**config.mk**
```make
export PLATFORM = sky130hd
export DESIGN_NAME = gregorian_date_attributes_top
export DESIGN_NICKNAME = d
export VERILOG_FILES = /design/src/rtl/gda_pkg.sv /design/src/rtl/gda_calendar.sv /design/src/rtl/gda_week.sv /design/src/rtl/gregorian_date_attributes_top.sv
export SDC_FILE = /design/constraint.sdc
export NUM_CORES = 1
export LEC_CHECK = 0
export ABC_AREA = 0
export BUFFER_PORTS_ARGS = -buffer_cell sky130_fd_sc_hd__buf_2
export CORE_UTILIZATION = 64
export DETAILED_ROUTE_END_ITERATION = 16
export PLACE_DENSITY = 0.83
export SYNTH_ARGS = -nofsm -noshare
export SYNTH_HDL_FRONTEND = slang
export SYNTH_HIERARCHICAL = 1
export SYNTH_SLANG_ARGS = --single-unit
```
**constraint.sdc**
```tcl
create_clock -name clk -period 7.05 [get_ports clk]
set_input_delay 1.0575 -clock clk [delete_from_list [all_inputs] [get_ports clk]]
set_output_delay 1.0575 -clock clk [all_outputs]
set_load 0.01 [all_outputs]
```
**src/rtl/gda_pkg.sv**
```systemverilog
// Shared types, constants and calendar tables for the Gregorian date attribute pipeline.
// No dependencies.
package gda_pkg;

	typedef enum logic [1:0] {
		ST_OK        = 2'd0,
		ST_BAD_MONTH = 2'd1,
		ST_BAD_DAY   = 2'd2
	} gda_status_t;

	// Year bias: a multiple of 400 years (so leap rule and weekday repeat) minus one.
	// Biased value a = year + 32800 - 1 is always non-negative and fits 17 bits.
	localparam logic [16:0] YEAR_BIAS = 17'd32799;

	// floor(a / 100) = (a * RECIP_100) >> RECIP_100_SHIFT, exact for a < 91180.
	localparam logic [16:0] RECIP_100       = 17'd83887;
	localparam int unsigned RECIP_100_SHIFT = 23;

	// floor(x / 7) = (x * RECIP_7) >> 12, exact for x < 682.
	localparam logic [9:0]  RECIP_7 = 10'd586;

	localparam logic [3:0] MONTH_JAN = 4'd1;
	localparam logic [3:0] MONTH_FEB = 4'd2;
	localparam logic [3:0] MONTH_DEC = 4'd12;

	typedef struct packed {
		gda_status_t status;
		logic        leap;
		logic [8:0]  doy;
		logic [2:0]  jan1_wd;
	} gda_cal_t;

	// Remainder modulo 7 by folding octal digits, since 8 is 1 modulo 7.
	function automatic logic [2:0] mod7(input logic [16:0] v);
		logic [5:0] s;
		logic [3:0] t;
		logic [2:0] w;
		s = 6'(v[2:0]) + 6'(v[5:3]) + 6'(v[8:6]) + 6'(v[11:9]) + 6'(v[14:12])
		    + 6'(v[16:15]);
		t = 4'(s[5:3]) + 4'(s[2:0]);
		w = 3'(4'(t[3]) + 4'(t[2:0]));
		return (w == 3'd7) ? 3'd0 : w;
	endfunction

	// Days before the first of the month in a common year.
	function automatic logic [8:0] days_before(input logic [3:0] m);
		logic [8:0] r;
		case (m)
			4'd1:    r = 9'd0;
			4'd2:    r = 9'd31;
			4'd3:    r = 9'd59;
			4'd4:    r = 9'd90;
			4'd5:    r = 9'd120;
			4'd6:    r = 9'd151;
			4'd7:    r = 9'd181;
			4'd8:    r = 9'd212;
			4'd9:    r = 9'd243;
			4'd10:   r = 9'd273;
			4'd11:   r = 9'd304;
			4'd12:   r = 9'd334;
			default: r = 9'd0;
		endcase
		return r;
	endfunction

	function automatic logic [4:0] month_len(input logic [3:0] m, input logic leap);
		logic [4:0] r;
		case (m)
			MONTH_FEB:               r = leap ? 5'd29 : 5'd28;
			4'd4, 4'd6, 4'd9, 4'd11: r = 5'd30;
			default:                 r = 5'd31;
		endcase
		return r;
	endfunction

endpackage

```
**src/rtl/gda_calendar.sv**
```systemverilog
// Stages 1 to 4: date check, leap flag, day of year and weekday of January 1st.
// Depends on gda_pkg.
module gda_calendar import gda_pkg::*; (
	input  logic        clk,
	input  logic        arst_n,
	input  logic        in_valid,
	output logic        in_stall,
	input  logic [15:0] year,
	input  logic [3:0]  month,
	input  logic [4:0]  day,
	output logic        cal_valid,
	input  logic        cal_stall,
	output gda_cal_t    cal
);

	logic v_s1, v_s2, v_s3, v_s4;
	logic ld1, ld2, ld3, ld4;

	logic [16:0] a_s1;
	logic [3:0]  month_s1, month_s2, month_s3;
	logic [4:0]  day_s1, day_s2, day_s3;

	logic [33:0] prod_s2;
	logic [16:0] a_s2;
	logic [2:0]  m7a_s2, m7a4_s2;

	logic [9:0]  q_s3;
	logic [6:0]  r_s3;
	logic [1:0]  alow_s3;
	logic [2:0]  m7a_s3, m7a4_s3;

	gda_cal_t    cal_s4;

	logic [9:0]  q_next;
	logic [16:0] rem_full;
	gda_cal_t    cal_next;

	// A stage loads when it is empty or its contents move on.
	assign ld4      = !v_s4 || !cal_stall;
	assign ld3      = !v_s3 || ld4;
	assign ld2      = !v_s2 || ld3;
	assign ld1      = !v_s1 || ld2;
	assign in_stall = !ld1;

	always_ff @(posedge clk or negedge arst_n) begin
		if (!arst_n) begin
			v_s1 <= 1'b0;
			v_s2 <= 1'b0;
			v_s3 <= 1'b0;
			v_s4 <= 1'b0;
		end else begin
			if (ld1) v_s1 <= in_valid;
			if (ld2) v_s2 <= v_s1;
			if (ld3) v_s3 <= v_s2;
			if (ld4) v_s4 <= v_s3;
		end
	end

	assign q_next   = prod_s2[32:RECIP_100_SHIFT];
	assign rem_full = a_s2 - 17'({7'b0, q_next} * 17'd100);

	always_ff @(posedge clk) begin
		if (ld1) begin
			a_s1     <= {year[15], year} + YEAR_BIAS;
			month_s1 <= month;
			day_s1   <= day;
		end
		if (ld2) begin
			prod_s2  <= {17'b0, a_s1} * {17'b0, RECIP_100};
			a_s2     <= a_s1;
			m7a_s2   <= mod7(a_s1);
			m7a4_s2  <= mod7({2'b0, a_s1[16:2]});
			month_s2 <= month_s1;
			day_s2   <= day_s1;
		end
		if (ld3) begin
			q_s3     <= q_next;
			r_s3     <= rem_full[6:0];
			alow_s3  <= a_s2[1:0];
			m7a_s3   <= m7a_s2;
			m7a4_s3  <= m7a4_s2;
			month_s3 <= month_s2;
			day_s3   <= day_s2;
		end
		if (ld4) begin
			cal_s4 <= cal_next;
		end
	end

	// With u = a + 1 the year modulo 400: u divisible by 4 when a ends in 3,
	// u divisible by 100 when a mod 100 is 99, by 400 when also q mod 4 is 3.
	always_comb begin
		logic       leap;
		logic [2:0] mq, mq4;
		logic [5:0] wsum;
		logic [4:0] mlen;
		leap = ((alow_s3 == 2'd3) && (r_s3 != 7'd99))
		       || ((q_s3[1:0] == 2'd3) && (r_s3 == 7'd99));
		mq   = mod7({7'b0, q_s3});
		mq4  = mod7({9'b0, q_s3[9:2]});
		// Weekday of January 1st; the constant offsets sum to a multiple of 7.
		wsum = 6'(m7a_s3) + 6'(m7a4_s3) + (6'd7 - 6'(mq)) + 6'(mq4);
		mlen = month_len(month_s3, leap);
		cal_next.jan1_wd = mod7({11'b0, wsum});
		cal_next.leap    = 1'b0;
		cal_next.doy     = 9'd0;
		if (!(month_s3 inside {[MONTH_JAN:MONTH_DEC]})) begin
			cal_next.status = ST_BAD_MONTH;
		end else if (day_s3 == 5'd0 || day_s3 > mlen) begin
			cal_next.status = ST_BAD_DAY;
		end else begin
			cal_next.status = ST_OK;
			cal_next.leap   = leap;
			cal_next.doy    = days_before(month_s3)
			                  + 9'(leap && (month_s3 > MONTH_FEB)) + 9'(day_s3);
		end
	end

	assign cal_valid = v_s4;
	assign cal       = cal_s4;

	a_doy_range: assert property (@(posedge clk) disable iff (!arst_n)
		v_s4 && cal_s4.status == ST_OK |-> cal_s4.doy >= 9'd1 && cal_s4.doy <= 9'd366)
		else $error("day of year out of range on a valid date");

	a_bad_zero: assert property (@(posedge clk) disable iff (!arst_n)
		v_s4 && cal_s4.status != ST_OK |-> !cal_s4.leap && cal_s4.doy == 9'd0)
		else $error("rejected date carries nonzero fields");

	a_s4_hold: assert property (@(posedge clk) disable iff (!arst_n)
		v_s4 && cal_stall |=> v_s4 && $stable(cal_s4))
		else $error("stage 4 changed while held");

endmodule

```
**src/rtl/gda_week.sv**
```systemverilog
// Stages 5 and 6: weekday of the date and Monday-based week number, output register.
// Depends on gda_pkg.
module gda_week import gda_pkg::*; (
	input  logic       clk,
	input  logic       arst_n,
	input  logic       cal_valid,
	output logic       cal_stall,
	input  gda_cal_t   cal,
	output logic       out_valid,
	input  logic       out_stall,
	output logic [1:0] status,
	output logic       leap_year,
	output logic [8:0] day_of_year,
	output logic [2:0] weekday,
	output logic [5:0] week_number
);

	logic v_s5, v_s6;
	logic ld5, ld6;

	logic [8:0]  x_s5;
	logic [18:0] prod_s5;
	gda_status_t status_s5;
	logic        leap_s5;
	logic [8:0]  doy_s5;

	gda_status_t status_s6;
	logic        leap_s6;
	logic [8:0]  doy_s6;
	logic [2:0]  wd_s6;
	logic [5:0]  wk_s6;

	logic [3:0]  jan1_adj;
	logic [8:0]  x_next;
	logic [5:0]  wk_next;
	logic [8:0]  wd_full;

	assign ld6       = !v_s6 || !out_stall;
	assign ld5       = !v_s5 || ld6;
	assign cal_stall = !ld5;

	always_ff @(posedge clk or negedge arst_n) begin
		if (!arst_n) begin
			v_s5 <= 1'b0;
			v_s6 <= 1'b0;
		end else begin
			if (ld5) v_s5 <= cal_valid;
			if (ld6) v_s6 <= v_s5;
		end
	end

	// Days before the first Monday fall in week 0: count from the last Monday before Jan 1.
	assign jan1_adj = (cal.jan1_wd == 3'd0) ? 4'd7 : {1'b0, cal.jan1_wd};
	assign x_next   = cal.doy - 9'd1 + 9'(jan1_adj);

	// x mod 7 equals the weekday of the date, since x is congruent to doy - 1 + Jan 1 weekday.
	assign wk_next = prod_s5[17:12];
	assign wd_full = x_s5 - ({wk_next, 3'b0} - {3'b0, wk_next});

	always_ff @(posedge clk) begin
		if (ld5) begin
			x_s5      <= x_next;
			prod_s5   <= {10'b0, x_next} * {9'b0, RECIP_7};
			status_s5 <= cal.status;
			leap_s5   <= cal.leap;
			doy_s5    <= cal.doy;
		end
		if (ld6) begin
			status_s6 <= status_s5;
			leap_s6   <= leap_s5;
			doy_s6    <= doy_s5;
			if (status_s5 == ST_OK) begin
				wd_s6 <= wd_full[2:0];
				wk_s6 <= wk_next;
			end else begin
				wd_s6 <= 3'd0;
				wk_s6 <= 6'd0;
			end
		end
	end

	assign out_valid   = v_s6;
	assign status      = status_s6;
	assign leap_year   = leap_s6;
	assign day_of_year = doy_s6;
	assign weekday     = wd_s6;
	assign week_number = wk_s6;

	a_wd_range: assert property (@(posedge clk) disable iff (!arst_n)
		v_s6 |-> wd_s6 <= 3'd6 && wk_s6 <= 6'd53)
		else $error("weekday or week number out of range");

	a_bad_zero: assert property (@(posedge clk) disable iff (!arst_n)
		v_s6 && status_s6 != ST_OK |-> wd_s6 == 3'd0 && wk_s6 == 6'd0 && doy_s6 == 9'd0)
		else $error("rejected date carries nonzero fields");

	a_week_order: assert property (@(posedge clk) disable iff (!arst_n)
		v_s6 && status_s6 == ST_OK |-> {wk_s6, 3'b0} - {3'b0, wk_s6} <= doy_s6 + 9'd6)
		else $error("week number too large for the day of year");

endmodule

```
**src/rtl/gregorian_date_attributes_top.sv**
```systemverilog
// Gregorian date attribute block: leap flag, day of year, weekday and week number.
// Instantiates gda_calendar and gda_week; depends on gda_pkg.
//
// Input channel: in_valid, in_stall, with year (signed, year 0 exists), month, day.
// Output channel: out_valid, out_stall, with status, leap_year, day_of_year,
// weekday (0 is Monday) and week_number (days before the first Monday are week 0).
// Each accepted item yields exactly one result item, in order.
// An item is accepted at a rising edge with valid high and stall low.
// An accepted item moves from stage 1 through stage 6, which drives the output.
// One item per cycle is sustained while out_stall is low; the six pipeline
// stages each load when empty or when the stage after them moves.
// When out_stall is held, the output holds its item and the stages behind it
// keep filling; in_stall rises only once all six stages are occupied, and
// a bubble anywhere in the pipeline is closed up while the output waits.
// Reset (arst_n low) empties the pipeline at once; no item is lost or
// repeated across a stall. Invalid month or day gives zeros in all numeric
// fields, and the leap flag is zero too.
module gregorian_date_attributes_top import gda_pkg::*; (
	input  logic        clk,
	input  logic        arst_n,
	input  logic        in_valid,
	output logic        in_stall,
	input  logic [15:0] year,
	input  logic [3:0]  month,
	input  logic [4:0]  day,
	output logic        out_valid,
	input  logic        out_stall,
	output logic [1:0]  status,
	output logic        leap_year,
	output logic [8:0]  day_of_year,
	output logic [2:0]  weekday,
	output logic [5:0]  week_number
);

	logic     cal_valid;
	logic     cal_stall;
	gda_cal_t cal;

	gda_calendar u_calendar (
		.clk       (clk),
		.arst_n    (arst_n),
		.in_valid  (in_valid),
		.in_stall  (in_stall),
		.year      (year),
		.month     (month),
		.day       (day),
		.cal_valid (cal_valid),
		.cal_stall (cal_stall),
		.cal       (cal)
	);

	gda_week u_week (
		.clk         (clk),
		.arst_n      (arst_n),
		.cal_valid   (cal_valid),
		.cal_stall   (cal_stall),
		.cal         (cal),
		.out_valid   (out_valid),
		.out_stall   (out_stall),
		.status      (status),
		.leap_year   (leap_year),
		.day_of_year (day_of_year),
		.weekday     (weekday),
		.week_number (week_number)
	);

endmodule

```
Yosys cells after proc, flatten, opt, wreduce, memory -nomap -nowiden:

Memories as Yosys holds them, arrays and structs flattened. A register that Yosys moved wholly into a read port is not among the register bits.
Index checks and enable logic that the tools add are counted.

* bitwise gates (word level): 1
* eq/ne operators: 14
* multiply operators: 3
* mux-type cells: 9
* reductions and logical operators: 25
* magnitude comparators: 4
* $add $sub $neg: 37

Operators by type and width (number)
* adder 3 x 3 -> 4 bit: 11
* adder 6 x 3 -> 6 bit: 7
* multiplier 17 x 17 -> 33 bit, second input constant: 1
* 2-to-1 mux 9 bit: 2
* adder 17 x 16 -> 17 bit, second input constant: 1
* multiplier 9 x 9 -> 17 bit, second input constant: 1
* adder 1 x 3 -> 3 bit: 5
* equality test 3 bit, second input constant: 5
* adder 6 x 2 -> 6 bit: 2
* multiplier 10 x 5 -> 5 bit, second input constant: 1
* one-hot mux 5 bit (2 select lines): 1
* adder 9 x 1 -> 9 bit: 1
* adder 9 x 3 -> 9 bit: 1
* adder 9 x 5 -> 9 bit: 1
* 2-to-1 mux 3 bit: 3
* subtractor 9 x 1 -> 9 bit, second input constant: 1
* equality test 4 x 3 -> 1 bit, second input constant: 2
* equality test 4 bit, second input constant: 2
* logical NOT 1 bit: 8
* logical OR 1 bit: 8
* equality test 7 bit, second input constant: 1
* inequality test 7 bit, second input constant: 1
* subtractor 7 bit: 1
* adder 6 x 1 -> 6 bit: 1
* other kinds (21): 25

* ROM bits: 144
* flip-flop bits (word level): 189
* word-level logic and storage cells: 130
* memories kept: 1
* output and inout port bits: 23

Memory list
* (name not given): depth 16, bits a word 9, rd ports 1, clocked after memory_dff 1, write ports 0, RTL line gda_pkg.sv:48 `case (m)`

Depth between registers and ports, before layout:

Gate-level depths: netlist of the first run.

* word-level depth: 14
* mapped depth: 30
* depth with buffers taken out: 30

By module:

Netlist of the first run, hierarchy kept.

By module, submodules not included
* gda_calendar: area an instance 11931.4 sq um, cells an instance 976, times used 1
* gda_week: area an instance 2899.0 sq um, cells an instance 241, times used 1

Worst setup path after synthesis of the first run:

Ideal clock, no wire load.

* path type: register -> register
* start point: register u_calendar.q_s3[3]
* end point: register u_calendar.cal_s4 (netlist bit u_calendar/cal[0]), data pin
* path slack: 0.811 ns
* buffers on the path: 0
* stages on the path, launching flop included: 26
* library setup time: 0.266 ns
* arrival time: 5.974 ns
* path through: edfxtp_1 -> inv_1 -> fa_1 -> inv_1 -> ha_1 -> fa_1 -> xor2_1 -> ha_1 -> fa_1 -> ha_1 -> xnor2_1 -> xnor2_1 -> a21boi_0 -> fa_1 -> ha_1 -> fa_1 -> xor2_1 -> ha_1 -> fa_1 -> xor2_1 -> and3_1 -> ha_1 -> ha_1 -> xnor2_1 -> xnor2_1 -> a21boi_0

* word-level cells in the longest chain between the ends: 14

RTL lines
* start: declaration: RTL line gda_calendar.sv:27 `logic [9:0] q_s3;`
* start signal: assignment: RTL line gda_calendar.sv:77 `q_s3 <= q_next;`
* adder 3 x 3 -> 4 bit: RTL line gda_pkg.sv:38 `s = 6'(v[2:0]) + 6'(v[5:3]) + 6'(v[8:6]) + 6'(v[11:9]) + 6'(v[14:12])`
* adder 6 x 3 -> 6 bit: RTL line gda_pkg.sv:38
* adder 6 x 1 -> 6 bit: RTL line gda_pkg.sv:38
* adder 3 x 3 -> 4 bit: RTL line gda_pkg.sv:40 `t = 4'(s[5:3]) + 4'(s[2:0]);`
* adder 1 x 3 -> 3 bit: RTL line gda_pkg.sv:41 `w = 3'(4'(t[3]) + 4'(t[2:0]));`
* equality test 3 bit: RTL line gda_pkg.sv:42 `return (w == 3'd7) ? 3'd0 : w;`
* 2-to-1 mux 3 bit: RTL line gda_pkg.sv:42
* subtractor 3 x 3 -> 4 bit: RTL line gda_calendar.sv:102 `wsum = 6'(m7a_s3) + 6'(m7a4_s3) + (6'd7 - 6'(mq)) + 6'(mq4);`
* adder 6 bit: RTL line gda_calendar.sv:102
* adder 6 x 3 -> 6 bit (*): RTL line gda_calendar.sv:102
* adder 3 x 3 -> 4 bit (*): RTL line gda_pkg.sv:38
* adder 3 x 3 -> 4 bit (*): RTL line gda_pkg.sv:40
* adder 1 x 3 -> 3 bit (*): RTL line gda_pkg.sv:41
* equality test 3 bit: RTL line gda_pkg.sv:42
* end signal: assignment: RTL line gda_calendar.sv:86 `cal_s4 <= cal_next;`
* end: declaration: RTL line gda_calendar.sv:32 `gda_cal_t cal_s4;`

Mark *: on every way between the ends. The rest lies on a longest branch, timed or not.
A chain may end at the register's enable or synchronous reset.

Worst setup path after layout of the first run:

* start point: register u_calendar.q_s3[3]
* end point: register u_calendar.cal_s4 (netlist bit u_calendar/cal[2]), data pin

Same word-level chain as after synthesis.

==> results of run 1 <==
## cells in the mapped netlist, types with 2 or more instances
cell type	number
sky130_fd_sc_hd__a21oi_1	45
sky130_fd_sc_hd__nor2_1	34
sky130_fd_sc_hd__nand2_1	54
sky130_fd_sc_hd__and3_1	4
sky130_fd_sc_hd__and2_1	9
sky130_fd_sc_hd__xor2_1	23
sky130_fd_sc_hd__dfxtp_1	9
sky130_fd_sc_hd__edfxtp_1	147
sky130_fd_sc_hd__nand3_1	23
sky130_fd_sc_hd__a21o_1	17
sky130_fd_sc_hd__or3_1	2
sky130_fd_sc_hd__a221oi_1	4
sky130_fd_sc_hd__o21a_1	3
sky130_fd_sc_hd__o211ai_1	8
sky130_fd_sc_hd__o311ai_0	2
sky130_fd_sc_hd__nand4_1	2
sky130_fd_sc_hd__mux2i_1	7
sky130_fd_sc_hd__nand4b_1	2
sky130_fd_sc_hd__xnor2_1	54
sky130_fd_sc_hd__a31oi_1	2
sky130_fd_sc_hd__a21o_2	2
sky130_fd_sc_hd__nor3_1	9
sky130_fd_sc_hd__dfrtp_1	6
sky130_fd_sc_hd__a2bb2oi_1	2
sky130_fd_sc_hd__nor4b_1	2
sky130_fd_sc_hd__a31o_2	2
sky130_fd_sc_hd__ha_1	268
sky130_fd_sc_hd__nand2b_1	8
sky130_fd_sc_hd__a211oi_1	4
sky130_fd_sc_hd__clkbuf_1	2
sky130_fd_sc_hd__o21bai_1	3
sky130_fd_sc_hd__inv_1	218
sky130_fd_sc_hd__fa_1	166
sky130_fd_sc_hd__nor3b_1	2
sky130_fd_sc_hd__a21boi_0	13
sky130_fd_sc_hd__o211ai_2	3
sky130_fd_sc_hd__o21ai_0	19
sky130_fd_sc_hd__a211o_1	2
sky130_fd_sc_hd__nor2b_1	13
## through the flow
| stage | util [%] | hold slack [ns] |
|---|---|---|
| CTS | 70.72 | 0.4209 |
| floorplan | - | 0.4003 |
| global placement | 68.17 | 0.4005 |
| detailed placement | 68.17 | 0.4045 |
| global route | 70.75 | 0.4253 |
| finish | 70.75 | 0.4202 |
## metal layers
metal  global-route usage [%]  vias up  wire length, microns
met3                    4.287       48                  1771
met2                    44.61      270                 13820
met1                    33.71     4520                 11860
met4                    7.524        0                   639
met5                        0        -                     0
li1                         -     4295                     -
## kinds of logic after synthesis
| family | Yosys count | share of synthesized area, % |
|---|---|---|
| adders and majority gates | 434 | 45.02 |
| buffers and inverters | 221 | 5.593 |
| and+or+nand+nor | 172 | 5.720 |
| DFF | 162 | 31.99 |
| AOI/OAI and AO/OA | 144 | 6.657 |
| xor gates and xnor gates | 77 | 4.547 |
| muxes | 7 | 0.4725 |
## state kept, by name, indices dropped and copies added (netlist names), 5 cells and up, named ones only
signal,flops
u_calendar/a_s1,17
u_calendar/cal,15
u_calendar/prod_s2,11
u_calendar/q_s3,10
u_week/day_of_year,9
u_week/doy_s5,9
u_calendar/r_s3,7
u_calendar/a_s2,6
u_week/prod_s5,6
u_week/week_number,6
u_calendar/day_s1,5
u_calendar/day_s2,5
u_calendar/day_s3,5
## area by class of cell
| type | count | area share [%] |
|---|---|---|
| Multi-Input combinational cell | 834 | 57.65 |
| Clock buffer | 20 | 2.912 |
| Inverter | 219 | 5.116 |
| Timing Repair Buffer | 57 | 1.869 |
| Sequential cell | 162 | 29.53 |
| Clock inverter | 12 | 0.7008 |
| Tap cell | 285 | 2.219 |
## placed cells by master (no fill, tap or decap), types with 5 or more instances in the layout
cell type                   netlist  final
sky130_fd_sc_hd__xnor2_1         54     53
sky130_fd_sc_hd__a21oi_1         45     45
sky130_fd_sc_hd__clkbuf_16        0     18
sky130_fd_sc_hd__dfxtp_1          9      9
sky130_fd_sc_hd__nand2_1         54     54
sky130_fd_sc_hd__a21boi_0        13     11
sky130_fd_sc_hd__nor2_1          34     34
sky130_fd_sc_hd__inv_8            0      5
sky130_fd_sc_hd__buf_4            0      6
sky130_fd_sc_hd__fa_1           166    166
sky130_fd_sc_hd__and2_1           9      9
sky130_fd_sc_hd__dfrtp_1          6      6
sky130_fd_sc_hd__xor2_1          23     23
sky130_fd_sc_hd__nor2b_1         13     13
sky130_fd_sc_hd__a21o_1          17     17
sky130_fd_sc_hd__nor3_1           9      9
sky130_fd_sc_hd__buf_2            0     51
sky130_fd_sc_hd__inv_1          218    218
sky130_fd_sc_hd__mux2i_1          7      7
sky130_fd_sc_hd__edfxtp_1       147    147
sky130_fd_sc_hd__ha_1           268    268
sky130_fd_sc_hd__o211ai_1         8      8
sky130_fd_sc_hd__o21ai_0         19     19
sky130_fd_sc_hd__nand2b_1         8      8
sky130_fd_sc_hd__nand3_1         23     23
## critical path, stage by stage, from the launching register on
cell	delay [ns]
sky130_fd_sc_hd__edfxtp_1	0.38
sky130_fd_sc_hd__inv_1	0.08
sky130_fd_sc_hd__fa_1	0.54
sky130_fd_sc_hd__inv_1	0.05
sky130_fd_sc_hd__ha_1	0.21
sky130_fd_sc_hd__fa_1	0.37
sky130_fd_sc_hd__xor2_1	0.16
sky130_fd_sc_hd__ha_1	0.23
sky130_fd_sc_hd__fa_1	0.44
sky130_fd_sc_hd__ha_1	0.22
sky130_fd_sc_hd__xnor2_1	0.13
sky130_fd_sc_hd__xnor2_1	0.23
sky130_fd_sc_hd__a21boi_1	0.14
sky130_fd_sc_hd__fa_1	0.49
sky130_fd_sc_hd__ha_1	0.24
sky130_fd_sc_hd__fa_1	0.39
sky130_fd_sc_hd__xor2_1	0.17
sky130_fd_sc_hd__ha_1	0.21
sky130_fd_sc_hd__fa_1	0.39
sky130_fd_sc_hd__xor2_1	0.21
sky130_fd_sc_hd__and3_1	0.20
sky130_fd_sc_hd__ha_1	0.20
sky130_fd_sc_hd__ha_1	0.19
sky130_fd_sc_hd__xnor2_1	0.24
sky130_fd_sc_hd__xnor2_2	0.18
sky130_fd_sc_hd__a21boi_1	0.26
## path summary, 6_finish.rpt
| path | start | to | cells past startpoint |
|---|---|---|---|
| min in group asynchronous | arst_n | u_calendar/v_s2$_DFFE_PN0P_ | 1 |
| min | u_week/doy_s5[8]$_DFFE_PN_ | u_week/day_of_year[8]$_DFFE_PP_ | 0 |
| max reg2reg | u_calendar/q_s3[3]$_DFFE_PN_ | u_calendar/cal[2]$_SDFFCE_PN0P_ | 25 |
| min reg2reg | u_week/doy_s5[8]$_DFFE_PN_ | u_week/day_of_year[8]$_DFFE_PP_ | 0 |
| max | u_calendar/q_s3[3]$_DFFE_PN_ | u_calendar/cal[2]$_SDFFCE_PN0P_ | 25 |
| max in group asynchronous | arst_n | u_week/out_valid$_DFFE_PN0P_ | 1 |
==> summary.txt, run 1 <==
=====================================================================================
Largest fanout on the critical path                                                 3
Reg area                                                                 0.004745 sq mm
Layout Nets                                                                      1754
Worst-skew pair later-pin latency                                             0.43 ns
H-tree lvl count                                                                    4
Initial antenna violation count                                                     0
Area share of the largest cell type after synthesis                            29.76%
Syn Std Cell Area                                                        0.01483 sq mm
Type of the most critical hold path                                           reg2reg
Average wire length per cell after detail routing                        17.68 microns
Leading area contributor after synthesis                                 sky130_fd_sc_hd__edfxtp_1
Total length of routed wires                                             28100 microns
Top FF cell, synth                                                       sky130_fd_sc_hd__edfxtp_1
Final clock period utilization by the worst path                               95.29%
Final global-route overflow total                                                   0
Final Max Slew Viols                                                                0
Distinct cell type count of the synthesized netlist                                61
Cell at the root of the clock tree                                       sky130_fd_sc_hd__clkbuf_16
Fraction of registers with async set/reset                                     3.704%
Filler Cell Count                                                                1489
I/O pins                                                                           52
Type of the worst setup path                                                  reg2reg
Fraction of final layout cells sized beyond drive strength 1                   8.129%
Slack of the worst reg-to-reg path                                            0.33 ns
Via-to-Cell Ratio                                                               5.748
Final Cell Area                                                          0.01607 sq mm
Setup Slack @ Placement                                                     0.3654 ns
Combined area of the multi-input logic cells                             0.009264 sq mm
CTS Buf Count                                                                      17
# port buffers                                                                     51
Number of hold buffers added after cts                                              0
Number of sinks handled by clock tree synthesis                                   162
Post-route antenna net violation count                                              0
Total of warnings raised by yosys                                                   6
Global-route wire length before repair                                   46860 microns
Clock tree from TritonCTS                                                         yes
Clk pin slew, worst setup/hold paths                                          0.06 ns
Layout Cells excl Fill                                                           1589
Top post-synthesis cells by area                                         sky130_fd_sc_hd__edfxtp_1, sky130_fd_sc_hd__ha_1, sky130_fd_sc_hd__fa_1, sky130_fd_sc_hd__inv_1, sky130_fd_sc_hd__xnor2_1
DP Wirelength                                                            22570 microns
EDFF count, synth                                                                 147
Placer Congestion                                                              0.8898
Outcome                                                                     completed
Core area                                                                0.02271 sq mm
Area of the die                                                          0.02379 sq mm
Overall routing resource usage                                                 25.82%
Antenna diode count                                                                 0
Yosys reg bits                                                                    162
Seq/Total Area, Yosys                                                          31.99%
Drt drc                                                                             0
Width of the die                                                         154.2 microns
Initial DRT Pass Iterations                                                         5
Smallest setup slack after layout                                           0.3318 ns
Floorplan row count                                                                55
Signed area change from the synthesized netlist to the final layout            8.344%
Final setup skew                                                          0.008816 ns
Height of the chip                                                       154.2 microns
Final setup violating endpoints                                                     0
Number of vias in the routed layout                                              9133
Effective utilization at floorplan                                             65.31%
Number of cells upsized or downsized after cts                                      0
Pin count of the biggest net entering global routing                               39
Max Clock Freq                                                              148.8 MHz
Min Clock Period, post-route                                                 6.718 ns
Avg Inst Size Synth                                                       12.19 sq um
Crit path DAT                                                                 6.97 ns
Headroom to the max-slew limit                                                 34.92%
Startpoint Class                                                            flip-flop
Placed cell count                                                                1557
Placed Area                                                              0.01548 sq mm
Worst path required time                                                      7.30 ns
Final Hold Viols                                                                    0
Net count after synthesis                                                        1680
Worst slew pin tran                                                         0.9739 ns
Gate count of the mapped netlist                                                 1217
Capturing element type of the critical path                                 flip-flop
Setup Total Neg Slack                                                            0 ns
Max-cap violation count                                                             0
Bufs on Longest Clock Path                                                          2
Via count of the first global-routing pass                                       9739
Count of routing violations after the opening detailed-route iteration            528
Count of buffers added by post-CTS timing repair for setup                          0
=====================================================================================
Power of run 1 is left out: the tool's default activity adds up to more than one toggle a clock period on the data nets, which glitch-free logic cannot reach.
==> run 2: changes to the inputs <==
CORE_ASPECT_RATIO = 1.4   (was default)
MAX_ROUTING_LAYER = met4   (was default)
==> run 2 against run 1 <==
Via count grew 2.0%. Wire length grew 3.7%. Global-route usage grew 1.7 points. Setup slack gained 0.052 ns. Final area grew 0.33%. First-iteration DRC count shrank 9.3%. Clock skew grew 0.0023 ns. Final cell count grew 1.1%.
==> summary.txt, run 2 (synthesized netlist as in run 1, its figures left out) <==
=====================================================================================
Cell type with the highest occurrence count on the critical path         sky130_fd_sc_hd__ha_1
Final clock period utilization by the worst path                               94.56%
I/O pins                                                                           52
Cell at the root of the clock tree                                       sky130_fd_sc_hd__clkbuf_16
R2r startpoint                                                           u_calendar/q_s3[3]$_DFFE_PN_
Worst slew pin tran                                                          1.157 ns
# port buffers                                                                     51
Core area                                                                0.02261 sq mm
Layout Nets                                                                      1755
Count of routing violations after the opening detailed-route iteration            479
Area of the die                                                          0.02379 sq mm
Max Clock Freq                                                              150.0 MHz
Most flops, register                                                     u_calendar/a_s1
Fraction of final layout cells sized beyond drive strength 1                   8.199%
Count of buffers added by post-CTS timing repair for setup                          0
Commonest non-fill, non-tap cell in the layout                           sky130_fd_sc_hd__ha_1
Outcome                                                                     completed
Crit path DAT                                                                 6.83 ns
Type of the worst setup path                                                  reg2reg
Signed area change from the synthesized netlist to the final layout            8.707%
Slowest Stage Delay on Critical Path                                          0.54 ns
Placer Congestion                                                              0.9104
Initial antenna violation count                                                     0
Clk pin slew, worst setup/hold paths                                          0.07 ns
Number of hold buffers added after cts                                              0
Total length of routed wires                                             29130 microns
Final setup skew                                                           0.01108 ns
Initial DRT Pass Iterations                                                         4
Via-to-Cell Ratio                                                               5.803
Width of the die                                                         130.7 microns
Capturing element type of the critical path                                 flip-flop
Setup Total Neg Slack                                                            0 ns
Slack of the worst reg-to-reg path                                            0.38 ns
Beginning of the worst hold path                                         u_calendar/m7a_s2[0]$_SDFFCE_PN0P_
Worst path required time                                                      7.22 ns
Final global-route overflow total                                                   0
Average wire length per cell after detail routing                        18.14 microns
H-tree lvl count                                                                    4
Headroom to the max-slew limit                                                 22.65%
Final Hold Viols                                                                    0
Hold path cells                                                                     0
Top library cells by usage in the layout, fill and taps aside            sky130_fd_sc_hd__ha_1, sky130_fd_sc_hd__inv_1, sky130_fd_sc_hd__fa_1
Post-route antenna net violation count                                              0
Global-route wire length before repair                                   47690 microns
Drt drc                                                                             0
Height of the chip                                                       182.1 microns
Pin count of the biggest net entering global routing                               39
Flip-flop count of the largest register after layout                               17
Critical-path cell with the highest stage delay                          sky130_fd_sc_hd__fa_1
Startpoint Class                                                            flip-flop
Largest fanout on the critical path                                                 3
Number of cells upsized or downsized after cts                                      0
Floorplan row count                                                                65
Final setup violating endpoints                                                     0
Number of vias in the routed layout                                              9319
Overall routing resource usage                                                 27.57%
RSZ-0062 raised after global routing                                               no
Crit Reg-Reg Endpoint                                                    u_calendar/cal[1]$_SDFFCE_PN0P_
Clock tree from TritonCTS                                                         yes
Hold worst-path end                                                      u_calendar/m7a_s3[0]$_DFFE_PN_
Antenna diode count                                                                 0
Effective utilization at floorplan                                             65.59%
Bufs on Longest Clock Path                                                          2
Min Clock Period, post-route                                                 6.666 ns
Number of sinks handled by clock tree synthesis                                   162
Type of the most critical hold path                                           reg2reg
CTS Buf Count                                                                      17
Via count of the first global-routing pass                                      10270
Final Max Slew Viols                                                                0
Worst-skew pair later-pin latency                                             0.43 ns
Max-cap violation count                                                             0
R2R depth                                                                          25
DP Wirelength                                                            23170 microns
=====================================================================================
run 2: cell count changes in the layout (fill, tap and decap cells not counted), moves of 2 or more:
cell / before / now
sky130_fd_sc_hd__a21boi_0: 11 / 13
sky130_fd_sc_hd__a21boi_1: 3 / 1
sky130_fd_sc_hd__clkinv_4: 3 / 0
sky130_fd_sc_hd__clkinv_8: 0 / 5
sky130_fd_sc_hd__inv_6: 2 / 4
sky130_fd_sc_hd__inv_8: 5 / 2
run 2: layout make-up:
cell class	instances	area [sq um]
flip-flops and latches	162	4745
clock inverters	15	188.9
clock buffers	17	425.4
multi-input cells	834	9256
inverters	219	822.0
fillers	1538	6487
well taps	301	376.6
repair buffers	58	307.8
run 2: metrics by stage:
| stage | hold WS, ns | utilization [%] | cells | area (sq um) | worst slack, ns |
|---|---|---|---|---|---|
| floorplan | 0.4003 | - | 1217 | 14830 | 0.8108 |
| global placement | 0.4015 | 68.59 | 1574 | 15510 | 0.6837 |
| detailed placement | 0.4045 | 68.59 | 1574 | 15510 | 0.4131 |
| CTS | 0.4148 | 71.31 | 1606 | 16120 | 0.3434 |
| global route | 0.4226 | 71.31 | 1606 | 16120 | 0.03081 |
| finish | 0.4125 | 71.31 | 1606 | 16120 | 0.3838 |
run 2: how the worst max path moves through the flow:
stage | from | endpoint | depth (start not counted)
floorplan | u_calendar/q_s3[3]$_DFFE_PN_ | u_calendar/cal[0]$_SDFFCE_PN0P_ | 25
global placement | u_calendar/q_s3[3]$_DFFE_PN_ | u_calendar/cal[0]$_SDFFCE_PN0P_ | 25
detailed placement | u_calendar/q_s3[3]$_DFFE_PN_ | u_calendar/cal[1]$_SDFFCE_PN0P_ | 25
CTS | u_calendar/q_s3[3]$_DFFE_PN_ | u_calendar/cal[1]$_SDFFCE_PN0P_ | 25
global route | u_calendar/q_s3[3]$_DFFE_PN_ | u_calendar/cal[0]$_SDFFCE_PN0P_ | 25
finish | u_calendar/q_s3[3]$_DFFE_PN_ | u_calendar/cal[1]$_SDFFCE_PN0P_ | 25
run 2: layer usage:
metal / share of wire (%) / track usage [%]
met5: 0 / -
met4: 5.9 / 16.05
met3: 3.6 / 3.811
met1: 33 / 26.40
met2: 57 / 51.26
run 2: critical path: cells and delay by family (launching register included):
family,cells,cell delay (ns)
compound gates,2,0.44
xor+xnor,7,1.17
fa+ha+maj,13,4.10
buf+inv,2,0.12
flops,1,0.39
simple gates,1,0.19
Power of run 2 is left out for the same reason.
==> run 3: changes to the inputs <==
SYNTH_HIERARCHICAL = default   (was 1)
==> run 3 against run 2 <==
Fmax shrank 0.50%. Critical path depth up 1. Via count shrank 1.8%. Sequential cell count is the same. Synthesized cell count fell by 0.41%. Highest routed layer unchanged. First-iteration DRC count is 21% lower. Sequential share of layout area is essentially flat. Non-clock buffer count up 7.
==> summary.txt, run 3 <==
=====================================================================================
Capturing element type of the critical path                                 flip-flop
Type of the most critical hold path                                           reg2reg
Gate count of the mapped netlist                                                 1212
Via count of the first global-routing pass                                      10380
Top post-synthesis cells by area                                         sky130_fd_sc_hd__edfxtp_1, sky130_fd_sc_hd__ha_1, sky130_fd_sc_hd__fa_1, sky130_fd_sc_hd__inv_1, sky130_fd_sc_hd__xnor2_1
Final Max Slew Viols                                                                0
R2r startpoint                                                           u_calendar.q_s3[3]$_DFFE_PN_
Drt drc                                                                             0
Effective utilization at floorplan                                             65.57%
Final setup violating endpoints                                                     0
I/O pins                                                                           52
Layout Cells excl Fill                                                           1609
Total length of routed wires                                             28040 microns
Area share of the largest cell type after synthesis                            29.77%
Area of the die                                                          0.02379 sq mm
Hold worst-path end                                                      u_week.leap_year$_DFFE_PP_
Top library cells by usage in the layout, fill and taps aside            sky130_fd_sc_hd__ha_1, sky130_fd_sc_hd__inv_1, sky130_fd_sc_hd__fa_1
# port buffers                                                                     51
Final Hold Viols                                                                    0
Number of vias in the routed layout                                              9147
Slack of the worst reg-to-reg path                                            0.35 ns
Headroom to the max-slew limit                                                 42.08%
Setup Slack @ Placement                                                     0.3579 ns
Placed cell count                                                                1576
Signed area change from the synthesized netlist to the final layout            8.870%
Overall routing resource usage                                                 27.56%
Syn Std Cell Area                                                        0.01483 sq mm
Avg Inst Size Synth                                                       12.23 sq um
Core area                                                                0.02261 sq mm
Clock tree from TritonCTS                                                         yes
Floorplan row count                                                                65
Worst-skew pair later-pin latency                                             0.44 ns
Worst slew pin tran                                                         0.8689 ns
Outcome                                                                     completed
Post-route antenna net violation count                                              0
Yosys reg bits                                                                    162
Largest fanout on the critical path                                                 3
Layout Nets                                                                      1766
Final clock period utilization by the worst path                               95.03%
RSZ-0062 raised after global routing                                              yes
Seq/Total Area, Yosys                                                          32.00%
Leading area contributor after synthesis                                 sky130_fd_sc_hd__edfxtp_1
Placer Congestion                                                              0.9100
Pin count of the biggest net entering global routing                               38
Filler Cell Count                                                                1552
Smallest setup slack after layout                                           0.3504 ns
Distinct cell type count of the synthesized netlist                                53
Initial DRT Pass Iterations                                                         7
CTS Buf Count                                                                      17
Crit Reg-Reg Endpoint                                                    u_calendar.cal[0]$_SDFFCE_PN0P_
Startpoint Class                                                            flip-flop
Final setup skew                                                           0.01719 ns
Commonest non-fill, non-tap cell in the layout                           sky130_fd_sc_hd__ha_1
Initial antenna violation count                                                     0
Most flops, register                                                     u_calendar.a_s1
Fraction of final layout cells sized beyond drive strength 1                   8.104%
Average wire length per cell after detail routing                        17.43 microns
Final global-route overflow total                                                   0
Cell with the most instances after synthesis                             sky130_fd_sc_hd__ha_1
R2R depth                                                                          26
Beginning of the worst hold path                                         u_week.leap_s5$_DFFE_PP_
Net count after synthesis                                                        1683
Min Clock Period, post-route                                                 6.700 ns
EDFF count, synth                                                                 147
Cell at the root of the clock tree                                       sky130_fd_sc_hd__clkbuf_16
Type of the worst setup path                                                  reg2reg
Top FF cell, synth                                                       sky130_fd_sc_hd__edfxtp_1
H-tree lvl count                                                                    4
Bufs on Longest Clock Path                                                          2
Hold path cells                                                                     0
Height of the chip                                                       182.1 microns
Total of warnings raised by yosys                                                   0
Number of sinks handled by clock tree synthesis                                   162
Antenna diode count                                                                 0
Number of hold buffers added after cts                                              0
Width of the die                                                         130.6 microns
Via-to-Cell Ratio                                                               5.685
Flip-flop count of the largest register after layout                               17
Max-cap violation count                                                             0
Worst path required time                                                      7.22 ns
Most used standard cells in the synthesized netlist                      sky130_fd_sc_hd__ha_1, sky130_fd_sc_hd__inv_1, sky130_fd_sc_hd__fa_1
Clk pin slew, worst setup/hold paths                                          0.07 ns
Fraction of registers with async set/reset                                     3.704%
Max Clock Freq                                                              149.3 MHz
Crit path DAT                                                                 6.87 ns
DP Wirelength                                                            23010 microns
Count of routing violations after the opening detailed-route iteration            380
Global-route wire length before repair                                   47700 microns
=====================================================================================
[run 3: changes by cell type after synthesis, moves of 7 or more]
cell	delta
sky130_fd_sc_hd__nand2_1	-16
sky130_fd_sc_hd__inv_1	+15
sky130_fd_sc_hd__a21o_1	+12
sky130_fd_sc_hd__ha_1	+10
sky130_fd_sc_hd__a21oi_1	-8
sky130_fd_sc_hd__nand3_1	-8
sky130_fd_sc_hd__o21ai_0	-7
[run 3: how the worst max path moves through the flow]
stage	depth (start not counted)	startpoint	slack, ns	end
floorplan	27	u_calendar.q_s3[3]$_DFFE_PN_	0.77	u_calendar.cal[0]$_SDFFCE_PN0P_
global placement	27	u_calendar.q_s3[3]$_DFFE_PN_	0.59	u_calendar.cal[1]$_SDFFCE_PN0P_
detailed placement	26	u_calendar.q_s3[3]$_DFFE_PN_	0.36	u_calendar.cal[0]$_SDFFCE_PN0P_
CTS	26	u_calendar.q_s3[3]$_DFFE_PN_	0.31	u_calendar.cal[0]$_SDFFCE_PN0P_
global route	26	u_calendar.q_s3[0]$_DFFE_PN_	-0.01	u_calendar.cal[0]$_SDFFCE_PN0P_
finish	26	u_calendar.q_s3[3]$_DFFE_PN_	0.35	u_calendar.cal[0]$_SDFFCE_PN0P_
[run 3: critical path, stage by stage (launching register included)]
cell and delay (ns):
sky130_fd_sc_hd__edfxtp_1 0.42, sky130_fd_sc_hd__ha_1 0.23, sky130_fd_sc_hd__fa_1 0.56, sky130_fd_sc_hd__ha_1 0.26, sky130_fd_sc_hd__a21o_1 0.18, sky130_fd_sc_hd__a21oi_1 0.19, sky130_fd_sc_hd__xor2_1 0.19, sky130_fd_sc_hd__ha_1 0.21
sky130_fd_sc_hd__fa_1 0.42, sky130_fd_sc_hd__ha_1 0.22, sky130_fd_sc_hd__xnor2_1 0.13, sky130_fd_sc_hd__xnor2_1 0.23, sky130_fd_sc_hd__nand2_1 0.08, sky130_fd_sc_hd__nand2_1 0.10, sky130_fd_sc_hd__fa_1 0.39, sky130_fd_sc_hd__ha_1 0.23
sky130_fd_sc_hd__fa_1 0.38, sky130_fd_sc_hd__xor2_1 0.17, sky130_fd_sc_hd__ha_1 0.20, sky130_fd_sc_hd__fa_1 0.38, sky130_fd_sc_hd__xor2_1 0.17, sky130_fd_sc_hd__and3_1 0.20, sky130_fd_sc_hd__ha_1 0.19, sky130_fd_sc_hd__ha_1 0.19
sky130_fd_sc_hd__xnor2_1 0.14, sky130_fd_sc_hd__xnor2_1 0.24, sky130_fd_sc_hd__a21boi_0 0.13
[run 3: cell families after synthesis]
family                     count (synthesis)  share of synthesized area [%]
muxes                                      5                         0.4557
AOI/OAI and AO/OA                        135                          6.043
DFF                                      162                          32.00
adders and majority gates                442                          45.61
and+or+nand+nor                          152                          5.182
xor gates and xnor gates                  80                          4.726
buffers and inverters                    236                          5.984
[run 3: final cells by class]
cell class,instances,area [sq um],area share (%)
Clock buffer,22,496.7,3.078
Multi-Input combinational cell,814,9194,56.96
Timing Repair Buffer,65,360.3,2.233
Clock inverter,10,86.33,0.5349
Tap cell,301,376.6,2.333
Inverter,235,882.1,5.465
Sequential cell,162,4745,29.40
[run 3: through the flow]
stage	hold WS, ns	TNS (ns)	cell area (sq um)	util, %
after floorplan	0.4003	0	14830	-
final	0.4157	0	16140	71.39
after CTS	0.4145	0	16130	71.36
after global routing	0.4254	-0.01460	16140	71.39
after detailed placement	0.4045	0	15550	68.78
after global placement	0.4002	0	15550	68.78
[run 3: what timing repair did]
item                                   in CTS  in global routing
resized for setup                           0                  2
setup endpoints to repair                   0                  3
setup buffers                               0                  1
endpoints found under the hold margin       0                  0
[run 3: per-layer routing]
layer  GRT usage (%)  vias to the layer above  share of wire [%]
met5               -                        -                  0
met4           18.11                        0                7.3
met3           4.046                      124                3.1
met2           50.77                      240                 57
met1           25.77                     4506                 33
li1                -                     4277                  -
Power of run 3 is left out for the same reason.
